<file path="src/rtl/cellsr_pkg.sv">
// shared constants, types and helpers for the cell sensitivity rules block
`timescale 1ns / 1ps
`default_nettype none

package cellsr_pkg;

   localparam int VALUE_BITS = 32;
   localparam int COUNT_BITS = 16;
   localparam int MAX_TOP_N  = 15;

   localparam int TOTAL_BITS = (VALUE_BITS + COUNT_BITS > 64) ? 64 : VALUE_BITS + COUNT_BITS;
   localparam int TOPN_BITS  = $clog2(MAX_TOP_N + 1);
   localparam int TOP_BITS   = VALUE_BITS + TOPN_BITS;
   localparam int PROD_BITS  = ((TOTAL_BITS > TOP_BITS) ? TOTAL_BITS : TOP_BITS) + 8;

   localparam int CONTRIB_W    = 32;
   localparam int CELL_COUNT_W = 16;
   localparam int CSR_INDEX_W  = 2;
   localparam int CSR_DATA_W   = 16;

   localparam int MID_DEPTH    = 4;
   localparam int MID_PTR_BITS = $clog2(MID_DEPTH);

   localparam int OQ_DEPTH     = 2;
   localparam int OQ_PTR_BITS  = $clog2(OQ_DEPTH);

   localparam logic [CSR_INDEX_W-1:0] CSR_MIN_CONTRIB = 2'd0;
   localparam logic [CSR_INDEX_W-1:0] CSR_P_PERCENT   = 2'd1;
   localparam logic [CSR_INDEX_W-1:0] CSR_DOM_N       = 2'd2;
   localparam logic [CSR_INDEX_W-1:0] CSR_DOM_K       = 2'd3;

   localparam logic [1:0] RULE_NONE = 2'd0;
   localparam logic [1:0] RULE_FEW  = 2'd1;
   localparam logic [1:0] RULE_PPCT = 2'd2;
   localparam logic [1:0] RULE_DOM  = 2'd3;

   localparam logic [15:0] MIN_CONTRIB_RESET = 16'd2;

   typedef struct packed {
      logic [15:0] min_contrib;
      logic [7:0]  p_percent;
      logic [3:0]  dom_n;
      logic [6:0]  dom_k;
   } cfg_type;

   typedef struct packed {
      logic [COUNT_BITS-1:0] count;
      logic [TOTAL_BITS-1:0] total;
      logic [VALUE_BITS-1:0] x1;
      logic [VALUE_BITS-1:0] x2;
      logic [TOP_BITS-1:0]   top;
   } cell_sum_type;

   typedef struct packed {
      logic                    sensitive;
      logic [1:0]              rule_hit;
      logic [CELL_COUNT_W-1:0] cell_count;
   } rsp_type;

   function automatic logic [VALUE_BITS-1:0] value_from_field(input logic [CONTRIB_W-1:0] f);
      logic [63:0] t;
      t = 64'(f);
      return t[VALUE_BITS-1:0];
   endfunction

   function automatic logic [CELL_COUNT_W-1:0] count_to_field(input logic [COUNT_BITS-1:0] c);
      logic [31:0] t;
      t = 32'(c);
      return t[CELL_COUNT_W-1:0];
   endfunction

   function automatic logic [PROD_BITS-1:0] times_hundred(input logic [PROD_BITS-1:0] x);
      return (x << 6) + (x << 5) + (x << 2);
   endfunction

endpackage

`default_nettype wire

</file>
<file path="src/rtl/cellsr_front.sv">
// front end: accepts contributions and accumulates the per-cell summary
`timescale 1ns / 1ps
`default_nettype none

module cellsr_front
   import cellsr_pkg::*;
(
   input  wire logic                 clock,
   input  wire logic                 reset,
   input  wire cfg_type              cfg,
   input  wire logic                 req_push,
   input  wire logic [CONTRIB_W-1:0] req_contribution,
   input  wire logic                 req_last_of_cell,
   output logic                      req_full,
   input  wire logic                 sum_full,
   output logic                      sum_push,
   output cell_sum_type              sum_data
);

   logic [COUNT_BITS-1:0] count_ff, count_in;
   logic [TOTAL_BITS-1:0] total_ff, total_in;
   logic [VALUE_BITS-1:0] x1_ff, x1_in;
   logic [VALUE_BITS-1:0] x2_ff, x2_in;
   logic [TOP_BITS-1:0]   top_ff, top_in;

   logic [VALUE_BITS-1:0] v;
   logic [TOPN_BITS-1:0]  n_eff;
   logic                  in_top;
   logic [TOTAL_BITS:0]   total_sum;
   logic                  accept;

   always_comb begin
      v         = value_from_field(req_contribution);
      n_eff     = (32'(cfg.dom_n) > MAX_TOP_N) ? TOPN_BITS'(MAX_TOP_N) : TOPN_BITS'(cfg.dom_n);
      in_top    = 32'(count_ff) < 32'(n_eff);
      total_sum = {1'b0, total_ff} + (TOTAL_BITS + 1)'(v);
      total_in  = total_sum[TOTAL_BITS] ? '1 : total_sum[TOTAL_BITS-1:0];
      count_in  = (count_ff == '1) ? count_ff : count_ff + 1'b1;
      x1_in     = (count_ff == '0) ? v : x1_ff;
      x2_in     = (count_ff == COUNT_BITS'(1)) ? v : x2_ff;
      top_in    = in_top ? top_ff + TOP_BITS'(v) : top_ff;
      accept    = req_push & ~sum_full;
      req_full  = sum_full;
      sum_push  = accept & req_last_of_cell;
      sum_data.count = count_in;
      sum_data.total = total_in;
      sum_data.x1    = x1_in;
      sum_data.x2    = x2_in;
      sum_data.top   = top_in;
   end

   always_ff @(posedge clock) begin
      if (reset) begin
         count_ff <= '0;
         total_ff <= '0;
         x1_ff    <= '0;
         x2_ff    <= '0;
         top_ff   <= '0;
      end else if (accept) begin
         if (req_last_of_cell) begin
            count_ff <= '0;
            total_ff <= '0;
            x1_ff    <= '0;
            x2_ff    <= '0;
            top_ff   <= '0;
         end else begin
            count_ff <= count_in;
            total_ff <= total_in;
            x1_ff    <= x1_in;
            x2_ff    <= x2_in;
            top_ff   <= top_in;
         end
      end
   end

endmodule

`default_nettype wire

</file>
<file path="src/rtl/cellsr_fifo.sv">
// short queue of cell summaries between the front and back ends
`timescale 1ns / 1ps
`default_nettype none

module cellsr_fifo
   import cellsr_pkg::*;
(
   input  wire logic         clock,
   input  wire logic         reset,
   input  wire logic         push,
   input  wire cell_sum_type din,
   output logic              full,
   input  wire logic         pop,
   output cell_sum_type      dout,
   output logic              empty
);

   cell_sum_type              mem_ff [MID_DEPTH];
   logic [MID_PTR_BITS-1:0]   wr_ptr_ff, wr_ptr_in;
   logic [MID_PTR_BITS-1:0]   rd_ptr_ff, rd_ptr_in;
   logic [MID_PTR_BITS:0]     cnt_ff, cnt_in;
   logic                      do_push, do_pop;

   always_comb begin
      full      = cnt_ff == (MID_PTR_BITS + 1)'(MID_DEPTH);
      empty     = cnt_ff == '0;
      do_push   = push & ~full;
      do_pop    = pop & ~empty;
      wr_ptr_in = do_push ? wr_ptr_ff + 1'b1 : wr_ptr_ff;
      rd_ptr_in = do_pop ? rd_ptr_ff + 1'b1 : rd_ptr_ff;
      cnt_in    = cnt_ff + (MID_PTR_BITS + 1)'(do_push) - (MID_PTR_BITS + 1)'(do_pop);
      dout      = mem_ff[rd_ptr_ff];
   end

   always_ff @(posedge clock) begin
      if (do_push) begin
         mem_ff[wr_ptr_ff] <= din;
      end
   end

   always_ff @(posedge clock) begin
      if (reset) begin
         wr_ptr_ff <= '0;
         rd_ptr_ff <= '0;
         cnt_ff    <= '0;
      end else begin
         wr_ptr_ff <= wr_ptr_in;
         rd_ptr_ff <= rd_ptr_in;
         cnt_ff    <= cnt_in;
      end
   end

endmodule

`default_nettype wire

</file>
<file path="src/rtl/cellsr_back.sv">
// back end: rule evaluation pipeline and result queue
`timescale 1ns / 1ps
`default_nettype none

module cellsr_back
   import cellsr_pkg::*;
(
   input  wire logic                    clock,
   input  wire logic                    reset,
   input  wire cfg_type                 cfg,
   input  wire logic                    sum_valid,
   input  wire cell_sum_type            sum_data,
   output logic                         sum_pop,
   output logic                         rsp_empty,
   input  wire logic                    rsp_pop,
   output logic                         rsp_sensitive,
   output logic [1:0]                   rsp_rule_hit,
   output logic [CELL_COUNT_W-1:0]      rsp_cell_count
);

   // stage a: remainder and too-few check
   logic                  a_valid_ff;
   logic                  a_few_ff, a_few_in;
   logic                  a_pnz_ff, a_nnz_ff;
   logic [TOTAL_BITS-1:0] a_rem_ff, a_rem_in;
   logic [TOTAL_BITS-1:0] a_total_ff;
   logic [VALUE_BITS-1:0] a_x1_ff;
   logic [TOP_BITS-1:0]   a_top_ff;
   logic [COUNT_BITS-1:0] a_count_ff;
   logic [VALUE_BITS:0]   x12;

   // stage b: products
   logic                  b_valid_ff;
   logic                  b_few_ff, b_pnz_ff, b_nnz_ff;
   logic [COUNT_BITS-1:0] b_count_ff;
   logic [PROD_BITS-1:0]  b_prod_a_ff, b_prod_b_ff, b_prod_c_ff, b_prod_d_ff;

   // result queue
   rsp_type               oq_ff [OQ_DEPTH];
   logic [OQ_PTR_BITS-1:0] oq_wr_ff, oq_rd_ff;
   logic [OQ_PTR_BITS:0]   oq_cnt_ff, oq_cnt_in;
   logic                  oq_space, oq_pop;
   rsp_type               rsp_in;
   logic [1:0]            rule;

   logic                  b_go, b_take, a_go, a_take;

   always_comb begin
      oq_space = oq_cnt_ff != (OQ_PTR_BITS + 1)'(OQ_DEPTH);
      b_go     = b_valid_ff & oq_space;
      b_take   = ~b_valid_ff | b_go;
      a_go     = a_valid_ff & b_take;
      a_take   = ~a_valid_ff | a_go;
      sum_pop  = sum_valid & a_take;

      x12      = (VALUE_BITS + 1)'(sum_data.x1) + (VALUE_BITS + 1)'(sum_data.x2);
      a_rem_in = (sum_data.total >= TOTAL_BITS'(x12)) ?
                 sum_data.total - TOTAL_BITS'(x12) : '0;
      a_few_in = 32'(sum_data.count) <= 32'(cfg.min_contrib);

      priority if (b_few_ff) begin
         rule = RULE_FEW;
      end else if (b_pnz_ff && (b_prod_a_ff < b_prod_b_ff)) begin
         rule = RULE_PPCT;
      end else if (b_nnz_ff && (b_prod_c_ff < b_prod_d_ff)) begin
         rule = RULE_DOM;
      end else begin
         rule = RULE_NONE;
      end
      rsp_in.sensitive  = rule != RULE_NONE;
      rsp_in.rule_hit   = rule;
      rsp_in.cell_count = count_to_field(b_count_ff);

      oq_pop    = rsp_pop & (oq_cnt_ff != '0);
      oq_cnt_in = oq_cnt_ff + (OQ_PTR_BITS + 1)'(b_go) - (OQ_PTR_BITS + 1)'(oq_pop);

      rsp_empty      = oq_cnt_ff == '0;
      rsp_sensitive  = oq_ff[oq_rd_ff].sensitive;
      rsp_rule_hit   = oq_ff[oq_rd_ff].rule_hit;
      rsp_cell_count = oq_ff[oq_rd_ff].cell_count;
   end

   always_ff @(posedge clock) begin
      if (reset) begin
         a_valid_ff <= 1'b0;
         b_valid_ff <= 1'b0;
         oq_wr_ff   <= '0;
         oq_rd_ff   <= '0;
         oq_cnt_ff  <= '0;
      end else begin
         if (a_take) begin
            a_valid_ff <= sum_valid;
         end
         if (b_take) begin
            b_valid_ff <= a_valid_ff;
         end
         if (b_go) begin
            oq_wr_ff <= oq_wr_ff + 1'b1;
         end
         if (oq_pop) begin
            oq_rd_ff <= oq_rd_ff + 1'b1;
         end
         oq_cnt_ff <= oq_cnt_in;
      end
   end

   always_ff @(posedge clock) begin
      if (sum_pop) begin
         a_few_ff   <= a_few_in;
         a_pnz_ff   <= cfg.p_percent != '0;
         a_nnz_ff   <= cfg.dom_n != '0;
         a_rem_ff   <= a_rem_in;
         a_total_ff <= sum_data.total;
         a_x1_ff    <= sum_data.x1;
         a_top_ff   <= sum_data.top;
         a_count_ff <= sum_data.count;
      end
      if (a_go) begin
         b_few_ff    <= a_few_ff;
         b_pnz_ff    <= a_pnz_ff;
         b_nnz_ff    <= a_nnz_ff;
         b_count_ff  <= a_count_ff;
         b_prod_a_ff <= times_hundred(PROD_BITS'(a_rem_ff));
         b_prod_b_ff <= PROD_BITS'(a_x1_ff) * PROD_BITS'(cfg.p_percent);
         b_prod_c_ff <= PROD_BITS'(a_total_ff) * PROD_BITS'(cfg.dom_k);
         b_prod_d_ff <= times_hundred(PROD_BITS'(a_top_ff));
      end
      if (b_go) begin
         oq_ff[oq_wr_ff] <= rsp_in;
      end
   end

endmodule

`default_nettype wire

</file>
<file path="src/rtl/cell_sensitivity_rules.sv">
// top level of the cell sensitivity rules block
// Usage:
//  Input queue: push one contribution per transfer (push high, full low),
//  largest value first, with last_of_cell set on the final value of a cell.
//  Result queue: one verdict per cell; the oldest verdict sits on the rsp_
//  ports while empty is low and leaves on a transfer with pop high.
//  Configuration: csr_we writes csr_wdata into register csr_index
//  (min contributors, p percent, dominance n, dominance k); write only
//  while no cell is in progress and no verdict is outstanding.
//  Throughput: one contribution per cycle while full is low, set by the
//  accumulator in the front end; cells of a single contribution also sustain
//  one verdict per cycle through the back-end pipeline while pop is held high.
//  Path: a verdict passes from the transfer of the last contribution of
//  its cell through the summary queue, the remainder stage, the product
//  stage and then the result queue before it is visible.
//  Stalls: when pop stays low the two-entry result queue fills, the rule
//  pipeline holds, the four-entry summary queue fills and full then rises;
//  open cells keep their partial sums while stalled.
//  Reset: synchronous; clears partial sums, all queues and the pipeline and
//  sets the registers to min contributors 2 and the others 0.
`timescale 1ns / 1ps
`default_nettype none

module cell_sensitivity_rules
   import cellsr_pkg::*;
(
   input  wire logic                    clock,
   input  wire logic                    reset,
   input  wire logic                    req_push,
   output logic                         req_full,
   input  wire logic [CONTRIB_W-1:0]    req_contribution,
   input  wire logic                    req_last_of_cell,
   output logic                         rsp_empty,
   input  wire logic                    rsp_pop,
   output logic                         rsp_sensitive,
   output logic [1:0]                   rsp_rule_hit,
   output logic [CELL_COUNT_W-1:0]      rsp_cell_count,
   input  wire logic                    csr_we,
   input  wire logic [CSR_INDEX_W-1:0]  csr_index,
   input  wire logic [CSR_DATA_W-1:0]   csr_wdata
);

   cfg_type      cfg_ff;
   cell_sum_type front_sum, mid_sum;
   logic         front_push, mid_full, mid_empty, mid_pop;

   always_ff @(posedge clock) begin
      if (reset) begin
         cfg_ff.min_contrib <= MIN_CONTRIB_RESET;
         cfg_ff.p_percent   <= '0;
         cfg_ff.dom_n       <= '0;
         cfg_ff.dom_k       <= '0;
      end else if (csr_we) begin
         unique case (csr_index)
            CSR_MIN_CONTRIB: cfg_ff.min_contrib <= csr_wdata;
            CSR_P_PERCENT:   cfg_ff.p_percent   <= csr_wdata[7:0];
            CSR_DOM_N:       cfg_ff.dom_n       <= csr_wdata[3:0];
            CSR_DOM_K:       cfg_ff.dom_k       <= csr_wdata[6:0];
            default:         cfg_ff             <= cfg_ff;
         endcase
      end
   end

   cellsr_front u_front (
      .clock            (clock),
      .reset            (reset),
      .cfg              (cfg_ff),
      .req_push         (req_push),
      .req_contribution (req_contribution),
      .req_last_of_cell (req_last_of_cell),
      .req_full         (req_full),
      .sum_full         (mid_full),
      .sum_push         (front_push),
      .sum_data         (front_sum)
   );

   cellsr_fifo u_fifo (
      .clock (clock),
      .reset (reset),
      .push  (front_push),
      .din   (front_sum),
      .full  (mid_full),
      .pop   (mid_pop),
      .dout  (mid_sum),
      .empty (mid_empty)
   );

   cellsr_back u_back (
      .clock          (clock),
      .reset          (reset),
      .cfg            (cfg_ff),
      .sum_valid      (~mid_empty),
      .sum_data       (mid_sum),
      .sum_pop        (mid_pop),
      .rsp_empty      (rsp_empty),
      .rsp_pop        (rsp_pop),
      .rsp_sensitive  (rsp_sensitive),
      .rsp_rule_hit   (rsp_rule_hit),
      .rsp_cell_count (rsp_cell_count)
   );

endmodule

`default_nettype wire

</file>
<file path="config.mk">
export PLATFORM = sky130hd
export DESIGN_NAME = cell_sensitivity_rules
export DESIGN_NICKNAME = d
export VERILOG_FILES = /design/src/rtl/cellsr_pkg.sv /design/src/rtl/cellsr_front.sv /design/src/rtl/cellsr_fifo.sv /design/src/rtl/cellsr_back.sv /design/src/rtl/cell_sensitivity_rules.sv
export SDC_FILE = /design/constraint.sdc
export NUM_CORES = 2
export LEC_CHECK = 0
export ABC_AREA = 1
export BUFFER_PORTS_ARGS = -buffer_cell sky130_fd_sc_hd__buf_4
export CORE_ASPECT_RATIO = 0.6
export CORE_MARGIN = 5
export CORE_UTILIZATION = 30
export DETAILED_ROUTE_END_ITERATION = 6
export GPL_ROUTABILITY_DRIVEN = 0
export PLACE_DENSITY_LB_ADDON = 0.08
export SLEW_MARGIN = 20
export SYNTH_ARGS = -nofsm -noshare
export SYNTH_HDL_FRONTEND = slang
export SYNTH_SLANG_ARGS = --single-unit
</file>
<file path="constraint.sdc">
create_clock -name clock -period 21.4 [get_ports clock]
set_clock_uncertainty 0.05 [all_clocks]
set_input_delay 4.28 -clock clock [delete_from_list [all_inputs] [get_ports clock]]
set_output_delay 4.28 -clock clock [all_outputs]
set_load 0.005 [all_outputs]
</file>
==> Word-level counts from Yosys, hierarchy flattened <==
Memory sizes are Yosys's and may differ from the RTL's. A register that Yosys moved wholly into a read port is not among the register bits.
Cells that the tools add are included.
{ "word_totals": {"elab_cells": 115, "memories": 2, "out_inout_bits": 21, "rom_bits": 0, "ramBits": 694, "latch_bits": 0, "regBits": 621, "in_bits": 56} }
{ "mem_list": {"columns": ["name", "depth", "width", "rd", "rd_ports_with_merged_regs", "wr", "line", "source"], "rows": [
  ["u_fifo.mem_ff", 4, 164, 1, 1, 1, "cellsr_fifo.sv:18", "cell_sum_type mem_ff [MID_DEPTH];"],
  ["u_back.oq_ff", 2, 19, 1, 1, 1, "cellsr_back.sv:39", "rsp_type oq_ff [OQ_DEPTH];"]
]} }
{ "op_classes": {"n_shift": 0, "n_bitwise": 14, "n_div": 0, "reduce_logical": 14, "mul": 2, "n_mux": 21, "eq_ne": 7, "addsub": 17, "magnitude_cmp": 5} }
{ "ops": {"columns": ["cell", "count"], "rows": [
  ["32-bit 2-to-1 mux", 4],
  ["48-bit 2-to-1 mux", 2],
  ["36-bit 2-to-1 mux", 2],
  ["56-bit by 38-bit adder with 56-bit output", 1],
  ["56-bit by 50-bit adder with 56-bit output", 1],
  ["55-bit by 56-bit < comparator with 1-bit output", 1],
  ["56-bit by 40-bit < comparator with 1-bit output", 1],
  ["54-bit by 53-bit adder with 55-bit output", 1],
  ["48-bit by 7-bit multiplier with 55-bit output", 1],
  ["48-bit by 32-bit adder with 49-bit output", 1],
  ["48-bit by 33-bit >= comparator with 1-bit output", 1],
  ["48-bit by 33-bit subtractor with 48-bit output", 1],
  ["42-bit by 41-bit adder with 43-bit output", 1],
  ["32-bit by 8-bit multiplier with 40-bit output", 1],
  ["36-bit by 32-bit adder with 36-bit output", 1],
  ["32-bit by 32-bit adder with 33-bit output", 1],
  ["16-bit 2-to-1 mux", 2],
  ["16-bit by 1-bit adder with 16-bit output (second input constant)", 1],
  ["16-bit by 1-bit == test with 1-bit output (second input constant)", 1],
  ["16-bit == test (second input constant)", 1],
  ["16-bit <= comparator", 1],
  ["16-bit zero test", 1],
  ["16-bit by 4-bit < comparator with 1-bit output", 1],
  ["2-bit 2-to-1 mux", 5],
  ["21 further kinds", 46]
]} }

==> Logic depth before layout (Yosys ltp) <==
{ "logic_depth": {"ltp_word": 9, "ltp_mapped": 34, "depth_no_buf": 28} }

==> By module <==
A second synthesis with hierarchy kept.
{ "hier_totals": {"cells_unflattened": 10955, "hier_area_um2": 90369.2} }
{ "by_module_without_submodules": {"columns": ["mod", "cells_each", "area_each_um2", "seq_area_each_um2", "n_inst"], "rows": [
  ["cellsr_back", 6705, 50377.1, 12962.4, 1],
  ["cellsr_fifo", 1655, 24603.6, 19879.1, 1],
  ["cellsr_front", 2366, 13893.3, 3283.1, 1],
  ["cell_sensitivity_rules", 229, 1495.2, 700.7, 1]
]} }

==> Least setup slack after synthesis <==
OpenSTA, ideal clock, no wires.
{ "synth_timing": {"kind": "in2reg", "from": "input port req_push", "to": "memory u_fifo.mem_ff[0][0] in the netlist's numbering, enable pin", "n_path_buf": 0, "t_arrival_ps": 11507, "setup_slack_ps": 9153, "required_ps": 20660, "setup_time_ps": 690, "path_stages": 6, "path_cell_list": "inv_1 -> nor2_1 -> inv_1 -> nor2_1 -> inv_1 -> nor2_1"} }
{ "synth_between": {"elab_chain_len": 5} }
{ "synth_lines": {"columns": ["item", "line", "source"], "rows": [
  ["from (decl)", "cell_sensitivity_rules.sv:29", "input wire logic req_push,"],
  ["1-bit AND", "cellsr_front.sv:42", "accept = req_push & ~sum_full;"],
  ["1-bit AND", "cellsr_front.sv:44", "sum_push = accept & req_last_of_cell;"],
  ["1-bit AND", "cellsr_fifo.sv:27", "do_push = push & ~full;"],
  ["via u_fifo.do_push", "cellsr_fifo.sv:22", "logic do_push, do_pop;"],
  ["1-bit 2-to-1 mux", "cellsr_fifo.sv:36", "if (do_push) begin"],
  ["1-bit 2-to-1 mux (implied by the code)", "cellsr_fifo.sv:37", "mem_ff[wr_ptr_ff] <= din;"],
  ["to (decl)", "cellsr_fifo.sv:18", null]
]} }
The timed path passes the listed nets, and every way through them passes these cells.

==> Worst setup path after layout <==
{ "layout_timing": {"from": "input port req_push", "to": "memory u_fifo.mem_ff[0][124] in the netlist's numbering, enable pin"} }
The elaborated chain is that of the path after synthesis.

==> impl_summary.log <==
[metrics] initial core utilization: between 30% and 40%
[metrics] Port Buffers: 76
[metrics] top cells by area, synth: sky130_fd_sc_hd__edfxtp_1 36%, sky130_fd_sc_hd__nand2_1 11%, sky130_fd_sc_hd__fa_1 9.3%
[metrics] post-synthesis cell type count: between 60 and 70
[metrics] clock tree from TritonCTS: yes
[metrics] H-tree levels: 4
[metrics] YS warnings: 0
[metrics] gate count of the mapped netlist: 10,700
[metrics] height of the die: 434 um
[metrics] library cell with the highest instance count after synthesis: sky130_fd_sc_hd__nand2_1
[metrics] first-pass GRT wire length: roughly 480,000 um
[metrics] aggregate global routing overflow: 0
[metrics] total nets after synthesis: 11,700
[metrics] DP Wirelength: 256,000 um
[metrics] share of the synthesized area in the top cell type: a little over a third
[metrics] number of gates given a new drive strength after cts: 0
[metrics] Crit path required time: about 22,000 ps
[metrics] unrepaired setup endpoints after global routing: false
[metrics] mean area per synthesized cell: 8.39 um2
[metrics] drt wl/cell: 22.1 um
[metrics] area of the core: slightly below 300,000 um2
[metrics] most used standard cells in the synthesized netlist: 2,617 x sky130_fd_sc_hd__nand2_1, 1,816 x sky130_fd_sc_hd__inv_1, 1,085 x sky130_fd_sc_hd__edfxtp_1
[metrics] type of element launching the critical path: input pin
[metrics] library cell occupying the most area in the post-synthesis netlist: sky130_fd_sc_hd__edfxtp_1
[metrics] count of nets left with antenna violations after detail routing: 0
[metrics] aggregate negative setup slack: 0 ps
[metrics] buffer depth of the longest clock path: 4
[metrics] EDFF count, synth: 1,085
[metrics] reported max-cap violation count: 0
[metrics] register area share after synthesis: between 40% and 50%
[metrics] combined global-route utilization of all metal layers: 20.8%
[metrics] worst rel slew slack: 16.3%
[metrics] DRT iter0 DRCs: roughly 7,300
[metrics] area taken by multi-input logic gates: 44,900 um2
[metrics] final hold vios: 0
[metrics] # fillers: 31,100
[metrics] initial antenna violation count: 14
[metrics] Synth Cell Area: 89,800 um2
[metrics] CTS clock-pin slew for the worst setup and hold paths: 60 ps
[metrics] share of cells above drive strength 1: 4.69%
[metrics] worst hold-check path type: reg2reg
[metrics] outcome: finished, final reports clean
[metrics] final period demand of the worst path: about 8000 ps
[metrics] commonest register cell after synthesis: sky130_fd_sc_hd__edfxtp_1
[metrics] DR pass1 iterations: 6
[metrics] hold bufs inserted after CTS: 0
[metrics] Via-to-Cell Ratio: between 4 and 5
[metrics] via count: 72,700
[metrics] buffer count from post-CTS setup fixing: 0
[metrics] number of nets in the layout: roughly 12,000
[metrics] Critical Path Sink Type: register
[metrics] post-synthesis sequential element count: around 1,300
[metrics] register area: 36,900 um2
[metrics] IO Count: 77
[metrics] buffer type at the clock tree root: sky130_fd_sc_hd__clkbuf_16
[metrics] synth-to-layout area growth: 11.0%
[metrics] number of clock buffers inserted by TritonCTS: 147
[metrics] largest net degree at the start of global routing: 127
[metrics] Setup violations, final: 0
[metrics] count of pins over their slew limit: 0
[metrics] maximum clock rate: 125 MHz
[metrics] die area: 311,000 um2
[metrics] Max FO, Critical Path: 52
[metrics] vias in the first global route: 68,400
[metrics] routed wire length: 329,000 um
[metrics] CP arrival: 8370 ps
[metrics] sink count of the clock tree: 1,300
[metrics] worst skew pair latency: around 830 ps
[metrics] worst reg-to-reg setup slack: 13,800 ps
[metrics] actual transition at the worst max-transition pin: 1260 ps
[metrics] overall die width: 717 um
[metrics] final critical-path share of the clock period: ~37%
[metrics] number of remaining DRC errors: 0
[metrics] share of flip-flops with an asynchronous set or reset: 0%
[metrics] Core Rows: 155
[metrics] WS Path Type: in2reg
## kinds of logic (layout without fill, tap and decap cells)
logic type	Yosys count	after routing	share of synthesized area, %
AND/OR/NAND/NOR	4196	4196	18.8
buffers and inverters	2122	2245	9.05
AO/OA/AOI/OAI	1818	1818	11.1
flip-flops	1300	1300	41.1
adder cells (fa/ha/maj)	950	950	16.7
XOR/XNOR	307	307	2.99
multiplexers	21	21	0.263
other	0	12	0
## through the flow
stage | hold slack, ps | utilization, % | setup slack [ps] | cells | cell area (um2)
after floorplan | 350 | - | 9150 | 10700 | 89800
after global placement | 354 | 31.9 | 12520 | 14600 | 94900
after detailed placement | 361 | 31.9 | 12480 | 14600 | 95000
after CTS | 378 | 33.5 | 13360 | 14800 | 99700
after global routing | 386 | 33.5 | 13080 | 14800 | 99700
final | 376 | 33.5 | 13420 | 14900 | 99800
## worst max-delay path, stage by stage
cell and delay, ps:
sky130_fd_sc_hd__buf_4 80, sky130_fd_sc_hd__inv_1 40, sky130_fd_sc_hd__nor2_1 240, sky130_fd_sc_hd__inv_6 170, sky130_fd_sc_hd__nor2_1 230, sky130_fd_sc_hd__inv_1 260
sky130_fd_sc_hd__nor2_4 530, sky130_fd_sc_hd__buf_4 790, sky130_fd_sc_hd__buf_4 750, sky130_fd_sc_hd__buf_4 840
## final cells by class
cell class	count	share of cell area [%]
antenna	12	0.0301
clock inverter	57	0.622
sequential	1300	37.0
clock buffer	202	4.12
inverter	1823	6.89
tap	4003	5.02
timing repair buffer	163	1.28
multi-input combinational	7292	45.1
## flip-flops by register name (all words and copies together), names as in the netlist, 3 cells and up, named ones only
name                count
u_back.a_rem_ff        48
u_back.b_prod_b_ff     40
u_back.a_x1_ff         32
u_back.a_count_ff      16
u_front.total_ff       48
u_back.b_prod_d_ff     42
u_back.a_total_ff      48
u_back.oq_ff           38
u_front.count_ff       16
u_front.x1_ff          32
u_back.b_prod_c_ff     53
cfg_ff                 35
u_front.x2_ff          32
u_front.top_ff         36
u_back.a_top_ff        36
u_fifo.cnt_ff           3
u_back.b_prod_a_ff     54
u_fifo.mem_ff         656
u_back.b_count_ff      16
## layer usage
layer	global-route usage [%]	share of wire [%]	up-vias
met3	6.45	9.9	287
met4	3.89	1.9	6
met2	25.5	35	2245
li1	-	-	34900
met5	0.0467	0.011	-
met1	34.3	53	35300
## final timing paths
path	startpoint	to	depth (start not counted)
setup / recovery	req_push	u_fifo.mem_ff[0][124]	10
setup reg to reg	register	u_back.a_rem_ff[43]	23
hold reg to reg	u_back.a_count_ff[13]	u_back.b_count_ff[13]	0
hold / removal	u_back.a_count_ff[13]	u_back.b_count_ff[13]	0
## placed cells by master, fill, tap and decap left out, types with 207 or more instances in the layout
cell type,n
sky130_fd_sc_hd__fa_1,418
sky130_fd_sc_hd__nand3_1,345
sky130_fd_sc_hd__dfxtp_1,212
sky130_fd_sc_hd__ha_1,532
sky130_fd_sc_hd__edfxtp_1,1085
sky130_fd_sc_hd__nand2_1,2616
sky130_fd_sc_hd__o21ai_0,689
sky130_fd_sc_hd__inv_1,1811
sky130_fd_sc_hd__nor2_1,933
sky130_fd_sc_hd__a21oi_1,690
sky130_fd_sc_hd__xor2_1,207
Power is left out: the tool's default activity adds up to more than one toggle a clock period on the data nets, which glitch-free logic cannot reach.
